<file path="src/rtl/hcd_pkg.sv">
`default_nettype none

package hcd_pkg;

    localparam int unsigned QDEPTH = 4;
    localparam int unsigned QPTR_W = $clog2(QDEPTH);
    localparam int unsigned QCNT_W = $clog2(QDEPTH + 1);

    localparam logic [7:0] CH_CR    = 8'h0D;
    localparam logic [7:0] CH_LF    = 8'h0A;
    localparam logic [7:0] CH_SEMI  = 8'h3B;
    localparam logic [7:0] CH_SPACE = 8'h20;

    typedef struct packed {
        logic [7:0] in_byte;
        logic       last;
    } t_in_item;

    typedef struct packed {
        logic        data_valid;
        logic [7:0]  data_byte;
        logic        finished;
        logic        status;
        logic [31:0] body_length;
    } t_out_item;

    typedef enum logic [2:0] {
        CLS_HEX   = 3'd0,
        CLS_SPACE = 3'd1,
        CLS_CR    = 3'd2,
        CLS_LF    = 3'd3,
        CLS_SEMI  = 3'd4,
        CLS_OTHER = 3'd5
    } t_cls;

    typedef struct packed {
        logic [7:0] in_byte;
        logic       last;
        t_cls       cls;
        logic [3:0] hex_val;
    } t_cls_item;

    typedef enum logic [5:0] {
        MODE_SIZE = 6'b000001,
        MODE_EXT  = 6'b000010,
        MODE_DATA = 6'b000100,
        MODE_GAP  = 6'b001000,
        MODE_DONE = 6'b010000,
        MODE_ERR  = 6'b100000
    } t_mode;

endpackage

`default_nettype wire

</file>
<file path="src/rtl/http_chunked_decoder.sv">
// HTTP chunked body decoder.
// Input channel (i_in_valid / o_in_ready / i_in_data): one raw body byte per
// item, with a last flag on the final byte of the body.
// Output channel (o_out_valid / i_out_ready / o_out_data): exactly one result
// item per input item, in order: the decoded byte when data_valid is set, the
// finish flag and status on the last byte, and the running count of decoded
// bytes in body_length.
// Throughput: one item per cycle when the output side takes every result.
// Path: each item passes through the classify register, then the four-entry
// queue, whose head loads the output register.
// Reset: the decoder starts on a size line with all counts zero and the queue
// empty. After each last item it rearms for a new body by itself.
// Receiver stall: the output register holds its item; the queue fills behind
// it and o_in_ready drops once the queue and the classify register are full.
`default_nettype none

module http_chunked_decoder (
    input  wire                 i_clk,
    input  wire                 i_rst_n,
    input  wire                 i_in_valid,
    output logic                o_in_ready,
    input  hcd_pkg::t_in_item   i_in_data,
    output logic                o_out_valid,
    input  wire                 i_out_ready,
    output hcd_pkg::t_out_item  o_out_data
);
    import hcd_pkg::*;

    logic      push;
    logic      push_ready;
    t_cls_item push_data;
    logic      pop;
    logic      pop_valid;
    t_cls_item pop_data;

    hcd_front u_front (
        .i_clk        (i_clk),
        .i_rst_n      (i_rst_n),
        .i_in_valid   (i_in_valid),
        .o_in_ready   (o_in_ready),
        .i_in_data    (i_in_data),
        .o_push       (push),
        .o_push_data  (push_data),
        .i_push_ready (push_ready)
    );

    hcd_queue u_queue (
        .i_clk        (i_clk),
        .i_rst_n      (i_rst_n),
        .i_push       (push),
        .i_push_data  (push_data),
        .o_push_ready (push_ready),
        .o_pop_valid  (pop_valid),
        .o_pop_data   (pop_data),
        .i_pop        (pop)
    );

    hcd_back u_back (
        .i_clk       (i_clk),
        .i_rst_n     (i_rst_n),
        .i_pop_valid (pop_valid),
        .i_pop_data  (pop_data),
        .o_pop       (pop),
        .o_out_valid (o_out_valid),
        .i_out_ready (i_out_ready),
        .o_out_data  (o_out_data)
    );

endmodule

`default_nettype wire

</file>
<file path="src/rtl/hcd_front.sv">
`default_nettype none

module hcd_front (
    input  wire                 i_clk,
    input  wire                 i_rst_n,
    input  wire                 i_in_valid,
    output logic                o_in_ready,
    input  hcd_pkg::t_in_item   i_in_data,
    output logic                o_push,
    output hcd_pkg::t_cls_item  o_push_data,
    input  wire                 i_push_ready
);
    import hcd_pkg::*;

    logic      r_valid;
    logic      n_valid;
    t_cls_item r_item;
    t_cls_item n_item;

    always_comb begin
        n_item.in_byte = i_in_data.in_byte;
        n_item.last    = i_in_data.last;
        n_item.hex_val = 4'd0;
        n_item.cls     = CLS_OTHER;
        case (i_in_data.in_byte) inside
            [8'h30:8'h39]: begin
                n_item.cls     = CLS_HEX;
                n_item.hex_val = 4'(i_in_data.in_byte - 8'h30);
            end
            [8'h61:8'h66]: begin
                n_item.cls     = CLS_HEX;
                n_item.hex_val = 4'(i_in_data.in_byte - 8'h57);
            end
            [8'h41:8'h46]: begin
                n_item.cls     = CLS_HEX;
                n_item.hex_val = 4'(i_in_data.in_byte - 8'h37);
            end
            CH_SPACE: n_item.cls = CLS_SPACE;
            CH_CR:    n_item.cls = CLS_CR;
            CH_LF:    n_item.cls = CLS_LF;
            CH_SEMI:  n_item.cls = CLS_SEMI;
            default:  n_item.cls = CLS_OTHER;
        endcase
    end

    assign o_in_ready  = !r_valid || i_push_ready;
    assign o_push      = r_valid;
    assign o_push_data = r_item;

    always_comb begin
        n_valid = r_valid;
        if (o_in_ready) begin
            n_valid = i_in_valid;
        end
    end

    always_ff @(posedge i_clk) begin
        if (!i_rst_n) begin
            r_valid <= 1'b0;
        end else begin
            r_valid <= n_valid;
        end
    end

    always_ff @(posedge i_clk) begin
        if (o_in_ready && i_in_valid) begin
            r_item <= n_item;
        end
    end

endmodule

`default_nettype wire

</file>
<file path="src/rtl/hcd_queue.sv">
`default_nettype none

module hcd_queue (
    input  wire                 i_clk,
    input  wire                 i_rst_n,
    input  wire                 i_push,
    input  hcd_pkg::t_cls_item  i_push_data,
    output logic                o_push_ready,
    output logic                o_pop_valid,
    output hcd_pkg::t_cls_item  o_pop_data,
    input  wire                 i_pop
);
    import hcd_pkg::*;

    t_cls_item          r_mem [QDEPTH];
    logic [QPTR_W-1:0]  r_wr_ptr;
    logic [QPTR_W-1:0]  r_rd_ptr;
    logic [QCNT_W-1:0]  r_count;
    logic [QPTR_W-1:0]  n_wr_ptr;
    logic [QPTR_W-1:0]  n_rd_ptr;
    logic [QCNT_W-1:0]  n_count;
    logic               do_push;
    logic               do_pop;

    assign o_push_ready = (r_count != QCNT_W'(QDEPTH));
    assign o_pop_valid  = (r_count != '0);
    assign o_pop_data   = r_mem[r_rd_ptr];
    assign do_push      = i_push && o_push_ready;
    assign do_pop       = i_pop && o_pop_valid;

    always_comb begin
        n_wr_ptr = do_push ? r_wr_ptr + 1'b1 : r_wr_ptr;
        n_rd_ptr = do_pop ? r_rd_ptr + 1'b1 : r_rd_ptr;
        n_count  = r_count;
        if (do_push && !do_pop) begin
            n_count = r_count + 1'b1;
        end else if (do_pop && !do_push) begin
            n_count = r_count - 1'b1;
        end
    end

    always_ff @(posedge i_clk) begin
        if (!i_rst_n) begin
            r_wr_ptr <= '0;
            r_rd_ptr <= '0;
            r_count  <= '0;
        end else begin
            r_wr_ptr <= n_wr_ptr;
            r_rd_ptr <= n_rd_ptr;
            r_count  <= n_count;
        end
    end

    always_ff @(posedge i_clk) begin
        if (do_push) begin
            r_mem[r_wr_ptr] <= i_push_data;
        end
    end

    a_count_bound: assert property (@(posedge i_clk) disable iff (!i_rst_n)
        r_count <= QCNT_W'(QDEPTH))
        else $error("queue count past depth");

endmodule

`default_nettype wire

</file>
<file path="src/rtl/hcd_back.sv">
`default_nettype none

module hcd_back (
    input  wire                 i_clk,
    input  wire                 i_rst_n,
    input  wire                 i_pop_valid,
    input  hcd_pkg::t_cls_item  i_pop_data,
    output logic                o_pop,
    output logic                o_out_valid,
    input  wire                 i_out_ready,
    output hcd_pkg::t_out_item  o_out_data
);
    import hcd_pkg::*;

    t_mode       r_mode;
    t_mode       n_mode;
    logic [31:0] r_chunk;
    logic [31:0] n_chunk;
    logic        r_saw;
    logic        n_saw;
    logic [31:0] r_cnt;
    logic [31:0] n_cnt;
    logic        r_out_valid;
    t_out_item   r_out;
    t_out_item   n_out;
    logic        run_size;
    logic [31:0] sz_chunk;
    logic        sz_saw;
    logic        good_end;

    assign o_pop       = i_pop_valid && (!r_out_valid || i_out_ready);
    assign o_out_valid = r_out_valid;
    assign o_out_data  = r_out;

    always_comb begin
        n_mode   = r_mode;
        n_chunk  = r_chunk;
        n_saw    = r_saw;
        n_cnt    = r_cnt;
        run_size = 1'b0;
        sz_chunk = r_chunk;
        sz_saw   = r_saw;
        n_out.data_valid = 1'b0;
        n_out.data_byte  = 8'd0;

        case (r_mode)
            MODE_SIZE: begin
                run_size = 1'b1;
            end
            MODE_EXT: begin
                if (i_pop_data.cls == CLS_LF) begin
                    n_mode = (r_chunk == '0) ? MODE_DONE : MODE_DATA;
                end
            end
            MODE_DATA: begin
                n_out.data_valid = 1'b1;
                n_out.data_byte  = i_pop_data.in_byte;
                n_cnt            = r_cnt + 32'd1;
                n_chunk          = r_chunk - 32'd1;
                if (n_chunk == '0) begin
                    n_mode = MODE_GAP;
                end
            end
            MODE_GAP: begin
                if (i_pop_data.cls != CLS_CR && i_pop_data.cls != CLS_LF) begin
                    run_size = 1'b1;
                    sz_chunk = '0;
                    sz_saw   = 1'b0;
                    n_mode   = MODE_SIZE;
                    n_chunk  = '0;
                    n_saw    = 1'b0;
                end
            end
            MODE_DONE: begin
            end
            default: begin
                n_mode = MODE_ERR;
            end
        endcase

        if (run_size) begin
            case (i_pop_data.cls)
                CLS_CR, CLS_SEMI: begin
                    n_mode = sz_saw ? MODE_EXT : MODE_ERR;
                end
                CLS_LF: begin
                    if (!sz_saw) begin
                        n_mode = MODE_ERR;
                    end else begin
                        n_mode = (sz_chunk == '0) ? MODE_DONE : MODE_DATA;
                    end
                end
                CLS_SPACE: begin
                end
                CLS_HEX: begin
                    if (|sz_chunk[31:28]) begin
                        n_mode = MODE_ERR;
                    end else begin
                        n_chunk = {sz_chunk[27:0], i_pop_data.hex_val};
                        n_saw   = 1'b1;
                    end
                end
                default: begin
                    n_mode = MODE_ERR;
                end
            endcase
        end

        good_end = (n_mode inside {MODE_DATA, MODE_GAP, MODE_DONE});
        n_out.finished    = i_pop_data.last;
        n_out.status      = i_pop_data.last && !good_end;
        n_out.body_length = n_cnt;
    end

    always_ff @(posedge i_clk) begin
        if (!i_rst_n) begin
            r_mode      <= MODE_SIZE;
            r_chunk     <= '0;
            r_saw       <= 1'b0;
            r_cnt       <= '0;
            r_out_valid <= 1'b0;
        end else begin
            if (o_pop) begin
                if (i_pop_data.last) begin
                    r_mode  <= MODE_SIZE;
                    r_chunk <= '0;
                    r_saw   <= 1'b0;
                    r_cnt   <= '0;
                end else begin
                    r_mode  <= n_mode;
                    r_chunk <= n_chunk;
                    r_saw   <= n_saw;
                    r_cnt   <= n_cnt;
                end
                r_out_valid <= 1'b1;
            end else if (i_out_ready) begin
                r_out_valid <= 1'b0;
            end
        end
    end

    always_ff @(posedge i_clk) begin
        if (o_pop) begin
            r_out <= n_out;
        end
    end

    a_status_at_finish: assert property (@(posedge i_clk) disable iff (!i_rst_n)
        r_out_valid && r_out.status |-> r_out.finished)
        else $error("error status without finish");

    a_idle_byte_zero: assert property (@(posedge i_clk) disable iff (!i_rst_n)
        r_out_valid && !r_out.data_valid |-> r_out.data_byte == 8'd0)
        else $error("data byte set without data valid");

    a_rearm: assert property (@(posedge i_clk) disable iff (!i_rst_n)
        o_pop && i_pop_data.last |=> r_mode == MODE_SIZE && r_cnt == '0 && !r_saw)
        else $error("decoder not rearmed after last item");

endmodule

`default_nettype wire

</file>
<file path="config.mk">
export PLATFORM = sky130hd
export DESIGN_NAME = http_chunked_decoder
export DESIGN_NICKNAME = d
export VERILOG_FILES = /design/src/rtl/hcd_pkg.sv /design/src/rtl/http_chunked_decoder.sv /design/src/rtl/hcd_front.sv /design/src/rtl/hcd_queue.sv /design/src/rtl/hcd_back.sv
export SDC_FILE = /design/constraint.sdc
export NUM_CORES = 1
export LEC_CHECK = 0
export BUFFER_PORTS_ARGS = -buffer_cell sky130_fd_sc_hd__buf_4
export CORE_MARGIN = 3
export CORE_UTILIZATION = 30
export CTS_CLUSTER_SIZE = 8
export DETAILED_ROUTE_END_ITERATION = 10
export GPL_ROUTABILITY_DRIVEN = 0
export PLACE_DENSITY_LB_ADDON = 0.12
export SLEW_MARGIN = 20
export SYNTH_ARGS = -nofsm -noshare
export SYNTH_HDL_FRONTEND = slang
export SYNTH_HIERARCHICAL = 1
export SYNTH_SLANG_ARGS = --single-unit
</file>
<file path="constraint.sdc">
create_clock -name i_clk -period 4.4 [get_ports i_clk]
set_input_delay 0.22 -clock i_clk [delete_from_list [all_inputs] [get_ports i_clk]]
set_output_delay 0.22 -clock i_clk [all_outputs]
set_load 0.1 [all_outputs]
</file>
# Yosys cells after proc, flatten, opt, wreduce, memory -nomap -nowiden
# Memory sizes are Yosys's and may differ from the RTL's. A register that Yosys moved wholly into a read port is not among the register bits.
# Index checks and enable logic that the tools add are counted.
[word_totals]
latchBits = 0
ram_bits = 64
n_memories = 1
inputBits = 13
output_inout_bits = 45
mem_bits_ro = 0
reg_bits = 139
[mem_list]
columns = ["name", "words", "word_bits", "read_ports", "rd_clocked_by_memory_dff", "wr", "line", "source"]
rows = [
  ["u_queue.r_mem", 4, 16, 1, 1, 1, "hcd_queue.sv:15", "t_cls_item r_mem [QDEPTH];"],
]
[op_classes]
div = 0
n_addsub = 9
n_bitwise = 0
reduce_logical = 32
order_cmp = 6
mul = 0
n_shift = 0
eq_ne = 19
mux = 45
[op_table]
columns = ["op", "n"]
rows = [
  ["$mux W32", 8],
  ["$logic_not A32 Y1", 3],
  ["$pmux W32 S2", 1],
  ["$mux W6", 8],
  ["$pmux W6 S4", 2],
  ["$add A32 B1 Y32 const B", 1],
  ["$sub A32 B1 Y32 const B", 1],
  ["$eq A8 B4 Y1 const B", 2],
  ["$eq A8 B6 Y1 const B", 2],
  ["$ge A8 B7 Y1 const B", 2],
  ["$le A8 B7 Y1 const B", 2],
  ["$mux W1", 13],
  ["$eq A6 B3 Y1 const B", 2],
  ["$eq A6 B4 Y1 const B", 2],
  ["$eq A6 B5 Y1 const B", 2],
  ["$mux W4", 3],
  ["$logic_and A1 B1 Y1", 11],
  ["$mux W5", 2],
  ["$mux W9", 1],
  ["$ge A8 B6 Y1 const B", 1],
  ["$le A8 B6 Y1 const B", 1],
  ["$mux W2", 4],
  ["$reduce_or A4 Y1", 2],
  ["$sub A4 B3 Y4 const B", 2],
  ["other kinds (21)", 33],
]

# Depth between registers and ports, before layout
# Gate-level depths: netlist of the first run.
[depth]
word_depth = 13
ltp_mapped = 12
mapped_depth_nobuf = 10

# Cells and area by module
# Netlist of the first run, hierarchy kept.
[by_module_without_submodules]
columns = ["module", "instances", "area_each_um2", "seq_area_each_um2", "cells_each"]
rows = [
  ["hcd_back", 1, 6576.3, 2732.6, 759],
  ["hcd_queue", 1, 2841.5, 2102.0, 132],
  ["hcd_front", 1, 849.6, 500.5, 63],
]

# Worst setup path before layout of the first run
# OpenSTA, ideal clock, no wires.
[synth_timing]
path_kind = "register to register"
from = "reg u_back.r_out_valid, in the netlist u_back/o_out_valid"
to = "reg u_queue.r_count[2]"
required_time_ps = 4324
setup_time_ps = 76
path_stages_with_launch = 12
arrival_time_ps = 3771
setup_slack_ps = 553
path_cell_list = "dfxtp_1 nand2b_1 nand2_1 inv_1 clkbuf_1 o31ai_4 ha_1 inv_1 fa_1 xor2_1 or3_1 a21boi_0"
[synth_between]
elab_chain_cells = 7
elab_cells_between_ends = 9
cone_classes = "mux (1); reduce/logical (8)"
[synth_rtl]
columns = ["element", "line", "source"]
rows = [
  ["start: declaration", "hcd_back.sv:23", "logic r_out_valid;"],
  ["start signal: assignment", "hcd_back.sv:121", "r_out_valid <= 1'b0;"],
  ["start signal: assignment", "hcd_back.sv:135", "r_out_valid <= 1'b1;"],
  ["start signal: assignment", "hcd_back.sv:137", "r_out_valid <= 1'b0;"],
  ["$logic_not A1 Y1 *", "hcd_back.sv:31", "assign o_pop = i_pop_valid && (!r_out_valid || i_out_ready);"],
  ["$logic_or A1 B1 Y1 *", "hcd_back.sv:31", ""],
  ["$logic_and A1 B1 Y1 *", "hcd_back.sv:31", ""],
  ["named net pop", "http_chunked_decoder.sv:32", "logic pop;"],
  ["$logic_and A1 B1 Y1 *", "hcd_queue.sv:29", "assign do_pop = i_pop && o_pop_valid;"],
  ["$logic_not A1 Y1", "hcd_queue.sv:35", "if (do_push && !do_pop) begin"],
  ["$logic_and A1 B1 Y1", "hcd_queue.sv:35", ""],
  ["$mux W3 or $reduce_bool A2 Y1 (tied branches)", "--", ""],
  ["end signal: assignment", "hcd_queue.sv:50", "r_count <= n_count;"],
  ["end: declaration", "hcd_queue.sv:18", "logic [QCNT_W-1:0] r_count;"],
]
# The timed path passes the listed nets; every way through them passes the cells marked *.
# A chain may end at the register's enable or synchronous reset.

# Worst setup path after layout of the first run
[layout_timing]
from = "reg u_back.r_chunk[0]"
to = "reg u_back.r_mode[3]"
[layout_between]
elab_chain_cells = 8
[layout_rtl]
columns = ["element", "line", "source"]
rows = [
  ["start: declaration", "hcd_back.sv:17", "logic [31:0] r_chunk;"],
  ["start signal: assignment", "hcd_back.sv:131", "r_chunk <= n_chunk;"],
  ["$sub A32 B1 Y32 *", "hcd_back.sv:59", "n_chunk = r_chunk - 32'd1;"],
  ["$logic_not A32 Y1 *", "hcd_back.sv:60", "if (n_chunk == '0) begin"],
  ["$mux W6 *", "hcd_back.sv:60", ""],
  ["$pmux W6 S4 *", "hcd_back.sv:46", "case (r_mode)"],
  ["$mux W6", "hcd_back.sv:96", "if (|sz_chunk[31:28]) begin"],
  ["$pmux W6 S4", "hcd_back.sv:82", "case (i_pop_data.cls)"],
  ["$mux W6 *", "hcd_back.sv:81", "if (run_size) begin"],
  ["$mux W6 *", "hcd_back.sv:124", "if (i_pop_data.last) begin"],
  ["end signal: assignment", "hcd_back.sv:130", "r_mode <= n_mode;"],
  ["end: declaration", "hcd_back.sv:15", "t_mode r_mode;"],
]
# Mark *: on every way between the ends. The rest lies on a longest branch, timed or not.

==> results of run 1 <==
## timing repair
item / CTS / global route
gates resized for setup: 0 / 0
setup endpoints to repair: 0 / 0
hold buffers: 11 / 0
endpoints found under the hold margin: 11 / 0
## state kept, by name, summed over array words and instances (netlist names), named ones only
register             cells
u_queue/r_mem           64
u_back/o_out_data       43
u_back/r_chunk          32
u_back/r_cnt            32
u_front/o_push_data     16
u_back/r_mode            6
u_queue/r_count          3
u_queue/r_rd_ptr         2
u_queue/r_wr_ptr         2
u_back/o_out_valid       1
u_back/r_saw             1
u_front/o_push           1
## cells in the mapped netlist (all sizes together) (16+ instances only)
cell type	number
xnor2	26
nor2b	34
a21oi	34
a22oi	32
nor3	33
nand2	65
clkbuf	59
inv	17
and3	22
a21boi	18
and2	20
o21ai	68
mux4	16
nor4	18
nand3	24
nor2	47
dfxtp	82
edfxtp	123
## metrics by stage
stage               hold slack (ns)  utilization  cell area [sq um]  cells
floorplan                     0.319            -              10300    954
global placement              0.399        0.329              11100   1406
detailed placement            0.402        0.329              11100   1406
CTS                          0.0664        0.358              12000   1471
global route                 0.0918        0.358              12000   1471
finish                       0.0782        0.358              12000   1471
## power by group
group / internal (mW) / switching [mW]
sequential: 2.37 / 0.163
combinational: 0.627 / 2.17
clock: 1.25 / 0.814
total: 4.24 / 3.15
## layer usage
metal | wire [microns] | vias up
met5 | 0 | -
met4 | 780 | 0
met3 | 946 | 48
met2 | 12500 | 182
met1 | 12600 | 3738
li1 | - | 3716
## cell usage in the layout (no fill, tap or decap), types with 10 or more instances in the layout
cell	n
edfxtp_1	123
dfxtp_1	82
buf_4	77
o21ai_0	67
nand2_1	65
nor2_1	46
nor2b_1	34
a21oi_1	34
nor3_1	33
a22oi_1	32
clkbuf_16	29
xnor2_1	26
nand3_1	24
clkbuf_1	23
and3_1	21
and2_1	20
inv_1	16
a21boi_0	16
nand4_1	15
xor2_1	15
nor4_1	15
a31oi_1	14
ha_1	12
dlygate4sd3_1	11
o211ai_1	11
o31ai_1	10
mux4_2	10
## cell families (layout without fill, tap and decap cells)
family                   count (synthesis)  in the layout
AND/OR/NAND/NOR                        334            334
AO/OA/AOI/OAI                          248            248
flip-flops                             205            205
buffers and inverters                   90            159
XOR/XNOR                                41             41
multiplexers                            23             23
adder cells (fa/ha/maj)                 13             13
## final cells by class
class                           instances  area (sq um)  area share
Clock buffer                           53           826      0.0687
Clock inverter                          1          20.0     0.00166
Inverter                               17          63.8     0.00531
Multi-Input combinational cell        659          4530       0.377
Sequential cell                       205          5340       0.444
Tap cell                              448           561      0.0466
Timing Repair Buffer                   88           688      0.0572
## worst paths after layout
path / start / endpoint
worst max-delay path: u_back/r_chunk[0]$_SDFFE_PN0P_ / u_back/r_mode[3]$_SDFFE_PN0P_
worst min-delay path: i_rst_n / u_front/o_push$_SDFFE_PN0N_
worst max register to register: u_back/r_chunk[0]$_SDFFE_PN0P_ / u_back/r_mode[3]$_SDFFE_PN0P_
worst min register to register: u_back/r_cnt[31]$_SDFFE_PN0P_ / u_back/r_cnt[31]$_SDFFE_PN0P_
==> impl_metrics.ini, run 1 <==
[logic_synthesis]
netlist_area_sq_um = 10300
ys_seq_area_frac = 0.520
synth-xor-area-share = 0.0350
synth_cell_type_count = 84
yosys.area.top_type = edfxtp_1
synth_edf_count = 123
yosys.area_share.simple = 0.183
synth-adder-area-share = 0.0166
synthMuxAreaShare = 0.0441
yosys_warnings = 6
syn_inst = 954
synth_compound_area_frac = 0.163
synth.avg_cell_area_sq_um = 10.8
synth_top_family_by_area = simple AND/OR/NAND/NOR gates
synthesis.nets = 980
ys_async_sr_fraction = 0
netlist.area_leader.share = 0.360
synth.area.top_cells = edfxtp_1 36%, dfxtp_1 16%, o21ai_0 3.3%
yosys_most_used_dff = edfxtp_1
ys_ff_latch = 205

[sta]
worst_pin_slew_ns = 0.900
rsz0062_at_grt = no
setup_viol = 0
max_slew_margin = 0.400
period_needed_ns = 3.37
fmax_ghz = 0.296
drv_slew = 0
hold_viol_final = 0
worst_slack_ns = 1.03
fin_skew_ns = 0.0131
finalCritPeriodShare = 0.767
finalSetupTns_ns = 0

[finish]
area_growth_pct = 17.1
num-fill-cells = 3347
fin_nets = 1026
drive_gt1_frac = 0.140
antennaDiodeCount = 0

[worst_setup_path]
r2r_setup_slack_ns = 1.03
crit_type = reg -> reg
cp_slowest_cell = or4_1
crit_buf_inv = 1
slowest_delay_ns = 0.71
critPathMaxFanout = 16
worst-path-stages = 9
required_ns = 4.84
setup.worst_path.end_class = flop
critPathLaunchType = flop
path_cells = inv_1 -> ha_1 -> nor4b_2 -> nand4_1 -> or4_1 -> o211a_1 -> o2111ai_1 -> nor4_1 -> a221o_1
critical_path.top_delay_family = simple AND/OR/NAND/NOR gates
r2r_cells = 9
cp.arrival_ns = 3.81

[drt]
routed_via_density = 5.22
via_count = 7684
first_pass_iters = 4
routed_wl_mm = 26.8
wl_per_cell_microns = 18.2
drcViolationCount = 0
ant_nets = 0
drt-initial-drc-count = 465

[grt]
grt_pass1_wl_mm = 42.5
use_met1 = 0.198
met2_usage = 0.240
busiest_layer = met2
antenna_found_initial = 0
overflow = 0
grt_max_degree = 58
track_usage = 0.146
grt_use_met3 = 0.0198
grt_pass1_vias = 7504

[power]
total_power_mw = 7.39
ir_worst_vdd_v = 0.000437
p_leak_nw = 4.24
powerDensity_nw_per_um2 = 615

[placement]
place_ws_ns = 1.10
port_buffers = 57
post-dp-hpwl_mm = 17.6

[floorplan]
core_area_sq_um = 33600
core.rowCount = 67
ios = 58
die_area_sq_um = 36500
start_util = 0.305
fp.dieH_microns = 191
dieWidth_microns = 191

[hold_path]
hold_depth = 2
hold_path.class = in -> reg

[clocking]
cts-htree-levels = 1
numCtsBuffers = 29
insertion_delay_ns = 0.55
cts_setup_buffers = 0
clkTransAtPathRegs_ns = 0.06
cts_tree = built
cts_root_buf = clkbuf_16
clockBufferDepth = 3
cts.sinks = 205

[job]
drv_cap = 0

[run_status]
outcome = finished clean
(Power assumes the default switching activity.)
==> inputs of run 2 (changes only) <==
- clock period: 4.4 -> 3.3 ns (I/O delays scaled with it)
==> impl_metrics.ini, run 2 (synthesized netlist as in run 1, its figures left out) <==
[run_status]
outcome = finished clean

[clocking]
cts_root_buf = clkbuf_16
cts_tree = built
cts-htree-levels = 1
insertion_delay_ns = 0.54
clockBufferDepth = 3
numCtsBuffers = 30
cts_resized = 0
clkTransAtPathRegs_ns = 0.05
cts.sinks = 205

[sta]
max_slew_margin = 0.428
setup_viol = 0
finalSetupTns_ns = 0
rsz0062_at_grt = no
worst_pin_slew_ns = 0.857
drv_slew = 0
fin_skew_ns = 0.0134
hold-worst-slack_ns = 0.364
hold_viol_final = 0
fmax_ghz = 0.335
period_needed_ns = 2.98
worst_slack_ns = 0.316
finalCritPeriodShare = 0.904

[floorplan]
fp.dieH_microns = 191
ios = 58
core_area_sq_um = 33600
die_area_sq_um = 36500
start_util = 0.305
core.rowCount = 67
dieWidth_microns = 191

[worst_setup_path]
critPathLaunchType = flop
critPathMaxFanout = 9
required_ns = 3.76
setup.worst_path.end_class = flop
regToRegEndpoint = u_back/r_chunk[30]$_SDFFE_PN0P_
rr_startpoint = u_back/r_chunk[0]$_SDFFE_PN0P_
crit_type = reg -> reg
r2r_setup_slack_ns = 0.32
crit_end = u_back/r_chunk[30]$_SDFFE_PN0P_
startpoint = u_back/r_chunk[0]$_SDFFE_PN0P_
r2r_cells = 10
cp.arrival_ns = 3.45

[drt]
first_pass_iters = 5
ant_nets = 0
wl_per_cell_microns = 18.0
routed_via_density = 5.18
via_count = 7742
routed_wl_mm = 27.0
drt-initial-drc-count = 602
drcViolationCount = 0

[grt]
grt_pass1_vias = 7609
overflow = 0
grt_max_degree = 62
grt_pass1_wl_mm = 43.4
antenna_found_initial = 0
track_usage = 0.148

[placement]
dp.cells = 1426
post-dp-hpwl_mm = 17.7
place_area_sq_um = 11200
place_ws_ns = 0.292
port_buffers = 57

[finish]
finalInstanceArea_sq_um = 12200
final_common_cell = edfxtp_1
drive_gt1_frac = 0.160
fin_util = 0.364
largest_register = u_queue/r_mem
fin_nets = 1050
antennaDiodeCount = 0
area_growth_pct = 19.3
largest_reg_flops = 64
num-fill-cells = 3351
final_cell_mix = 123 x edfxtp_1, 98 x buf_4, 81 x dfxtp_1
instances_no_fill = 1496

[job]
drv_cap = 0

[power]
total_power_mw = 9.97
ir_worst_vdd_v = 0.000546
p_leak_nw = 4.37
powerDensity_nw_per_um2 = 814

[hold_path]
hold_path.class = in -> reg
[run 2: worst min path at each step]
stage,endpoint,cells past startpoint,startpoint,slack [ns]
floorplan,u_front/o_push_data[10]$_DFFE_PP_,0,i_in_data[3],0.26
global placement,u_front/o_push_data[7]$_DFFE_PP_,1,i_in_data[0],0.36
detailed placement,u_front/o_push_data[7]$_DFFE_PP_,1,i_in_data[0],0.36
CTS,u_front/o_push_data[7]$_DFFE_PP_,2,i_in_data[0],0.33
global route,u_front/o_push_data[7]$_DFFE_PP_,2,i_in_data[0],0.37
finish,u_front/o_push_data[7]$_DFFE_PP_,2,i_in_data[0],0.36
[run 2: critical path, cell delays in order, from the launching register on]
cell and delay [ns]:
dfxtp_1 0.39, inv_1 0.09, ha_1 0.28, or4b_2 0.74, nor4_4 0.24, buf_4 0.20, nand3_1 0.16, nor4_1 0.36
a22o_1 0.21, nand2_1 0.05, a21boi_0 0.17
[run 2: area by class of cell]
class / count / area, sq um / area share
flip-flops and latches: 205 / 5340 / 0.436
multi-input cells: 659 / 4530 / 0.370
repair buffers: 111 / 876 / 0.0715
clock buffers: 54 / 851 / 0.0695
well taps: 448 / 561 / 0.0458
inverters: 17 / 63.8 / 0.00521
clock inverters: 2 / 23.8 / 0.00194
[run 2: what timing repair did]
action | 4_1_cts | 5_1_grt
setup buffers | 0 | 2
setup endpoints to repair | 0 | 2
hold buffers | 12 | 0
hold endpoints to repair | 20 | 0
[run 2: layer usage]
layer / wire, microns / global-route usage / vias to the layer above
met5: 0 / 0 / -
met4: 548 / 0.0370 / 0
met3: 1150 / 0.0202 / 46
met2: 12700 / 0.241 / 179
met1: 12700 / 0.209 / 3759
li1: - / - / 3758
[run 2: report_power, final]
part | switching (mW) | internal [mW]
Clock | 1.08 | 1.72
Sequential | 0.188 | 3.16
Combinational | 2.95 | 0.884
==> inputs of run 3 (changes only) <==
- PLACE_DENSITY_LB_ADDON: 0.12 -> default
- SLEW_MARGIN: 20 -> default
==> impl_metrics.ini, run 3 (synthesized netlist as in run 1, its figures left out) <==
[finish]
area_growth_pct = 18.1
antennaDiodeCount = 0
largest_register = u_queue/r_mem
final_cell_mix = 123 x edfxtp_1, 90 x buf_4, 81 x dfxtp_1
finalInstanceArea_sq_um = 12100
final_common_cell = edfxtp_1
largest_reg_flops = 64
instances_no_fill = 1484
drive_gt1_frac = 0.151
fin_nets = 1040

[grt]
grt_pass1_vias = 7489
antenna_found_initial = 0
overflow = 0
track_usage = 0.134
grt_max_degree = 61
grt_pass1_wl_mm = 40.3

[clocking]
cts_tree = built
cts_root_buf = clkbuf_16
clkTransAtPathRegs_ns = 0.05
numCtsBuffers = 29
cts.sinks = 205
clockBufferDepth = 3
cts_resized = 0
insertion_delay_ns = 0.54
cts-htree-levels = 1

[floorplan]
core_area_sq_um = 33600
die_area_sq_um = 36500
ios = 58
start_util = 0.305
fp.dieH_microns = 191
core.rowCount = 67
dieWidth_microns = 191

[worst_setup_path]
slowest_delay_ns = 0.72
required_ns = 3.78
setup.worst_path.end_class = flop
critical_path.top_delay_family = simple AND/OR/NAND/NOR gates
critPathMaxFanout = 9
crit_buf_inv = 2
crit_type = reg -> reg
cp.arrival_ns = 3.46
r2r_setup_slack_ns = 0.32
cp_slowest_cell = or4b_2
critPathLaunchType = flop
path_cells = inv_1 -> ha_1 -> or4b_2 -> nor4_4 -> buf_4 -> nand3b_1 -> a21boi_0 -> o2111ai_1 -> nor4_1 -> a221o_1

[drt]
drt-initial-drc-count = 642
routed_via_density = 5.26
via_count = 7800
drcViolationCount = 0
wl_per_cell_microns = 16.8
ant_nets = 0
first_pass_iters = 5
routed_wl_mm = 24.9

[sta]
worst_pin_slew_ns = 0.897
drv_slew = 0
max_slew_margin = 0.402
setup_viol = 0
hold_viol_final = 0
rsz0062_at_grt = no
fin_skew_ns = 0.0139
period_needed_ns = 2.98
fmax_ghz = 0.336
finalSetupTns_ns = 0
finalCritPeriodShare = 0.903

[run_status]
outcome = finished clean

[power]
pwr-share-comb = 0.384
pwr-share-clk = 0.276
internal-power_mw = 5.70
p_leak_nw = 4.31
power.share.sequential = 0.340
sw_frac_of_total = 0.422
powerDensity_nw_per_um2 = 812
p_switching_mw = 4.15
ir_worst_vdd_v = 0.000605

[placement]
dp.cells = 1417
post-dp-hpwl_mm = 16.4
place_area_sq_um = 11200
port_buffers = 57

[hold_path]
hold_path.class = in -> reg

[job]
drv_cap = 0
[run 3: area by class of cell]
cell class	count	area, sq um
timing repair buffer	102	796
clock buffer	52	822
tap	448	561
clock inverter	1	20.0
inverter	17	63.8
sequential	205	5340
multi-input combinational	659	4530
fill	3327	21500
[run 3: path summary, 6_finish.rpt]
check,depth (start not counted),endpoint,from
max reg2reg,10,u_back/r_mode[3]$_SDFFE_PN0P_,u_back/r_chunk[0]$_SDFFE_PN0P_
min,2,u_front/o_push_data[7]$_DFFE_PP_,i_in_data[0]
min reg2reg,1,u_back/r_cnt[31]$_SDFFE_PN0P_,u_back/r_cnt[31]$_SDFFE_PN0P_
max,10,u_back/r_mode[3]$_SDFFE_PN0P_,u_back/r_chunk[0]$_SDFFE_PN0P_
[run 3: timing repair]
action / CTS / global route
buffers inserted: 0 / 2
hold endpoints to repair: 18 / 0
setup endpoints to repair: 0 / 1
hold buffers: 12 / 0
[run 3: routing by layer]
metal | wire (microns) | up-vias | global-route usage
li1 | - | 3733 | -
met1 | 11400 | 3775 | 0.184
met2 | 11500 | 245 | 0.220
met3 | 1430 | 47 | 0.0216
met4 | 656 | 0 | 0.0390
met5 | 0 | - | 0
[run 3: power groups by stage]
stage	clock network [mW]	logic, mW	registers, mW
CTS	2.80	3.78	3.36
finish	2.72	3.78	3.35
detailed placement	0	3.76	3.40
global route	2.91	4.00	3.39
floorplan	0	1.36	4.87
global placement	0	3.75	3.39
[run 3: through the flow]
step                      setup WS, ns  hold WS [ns]  power, mW  utilization
after floorplan                  0.272         0.264       6.23            -
after global placement           0.347         0.346       7.14        0.332
after detailed placement         0.310         0.351       7.16        0.332
after CTS                        0.304         0.331       9.93        0.360
after global routing            0.0921         0.349       10.3        0.361
final                            0.321         0.356       9.85        0.361
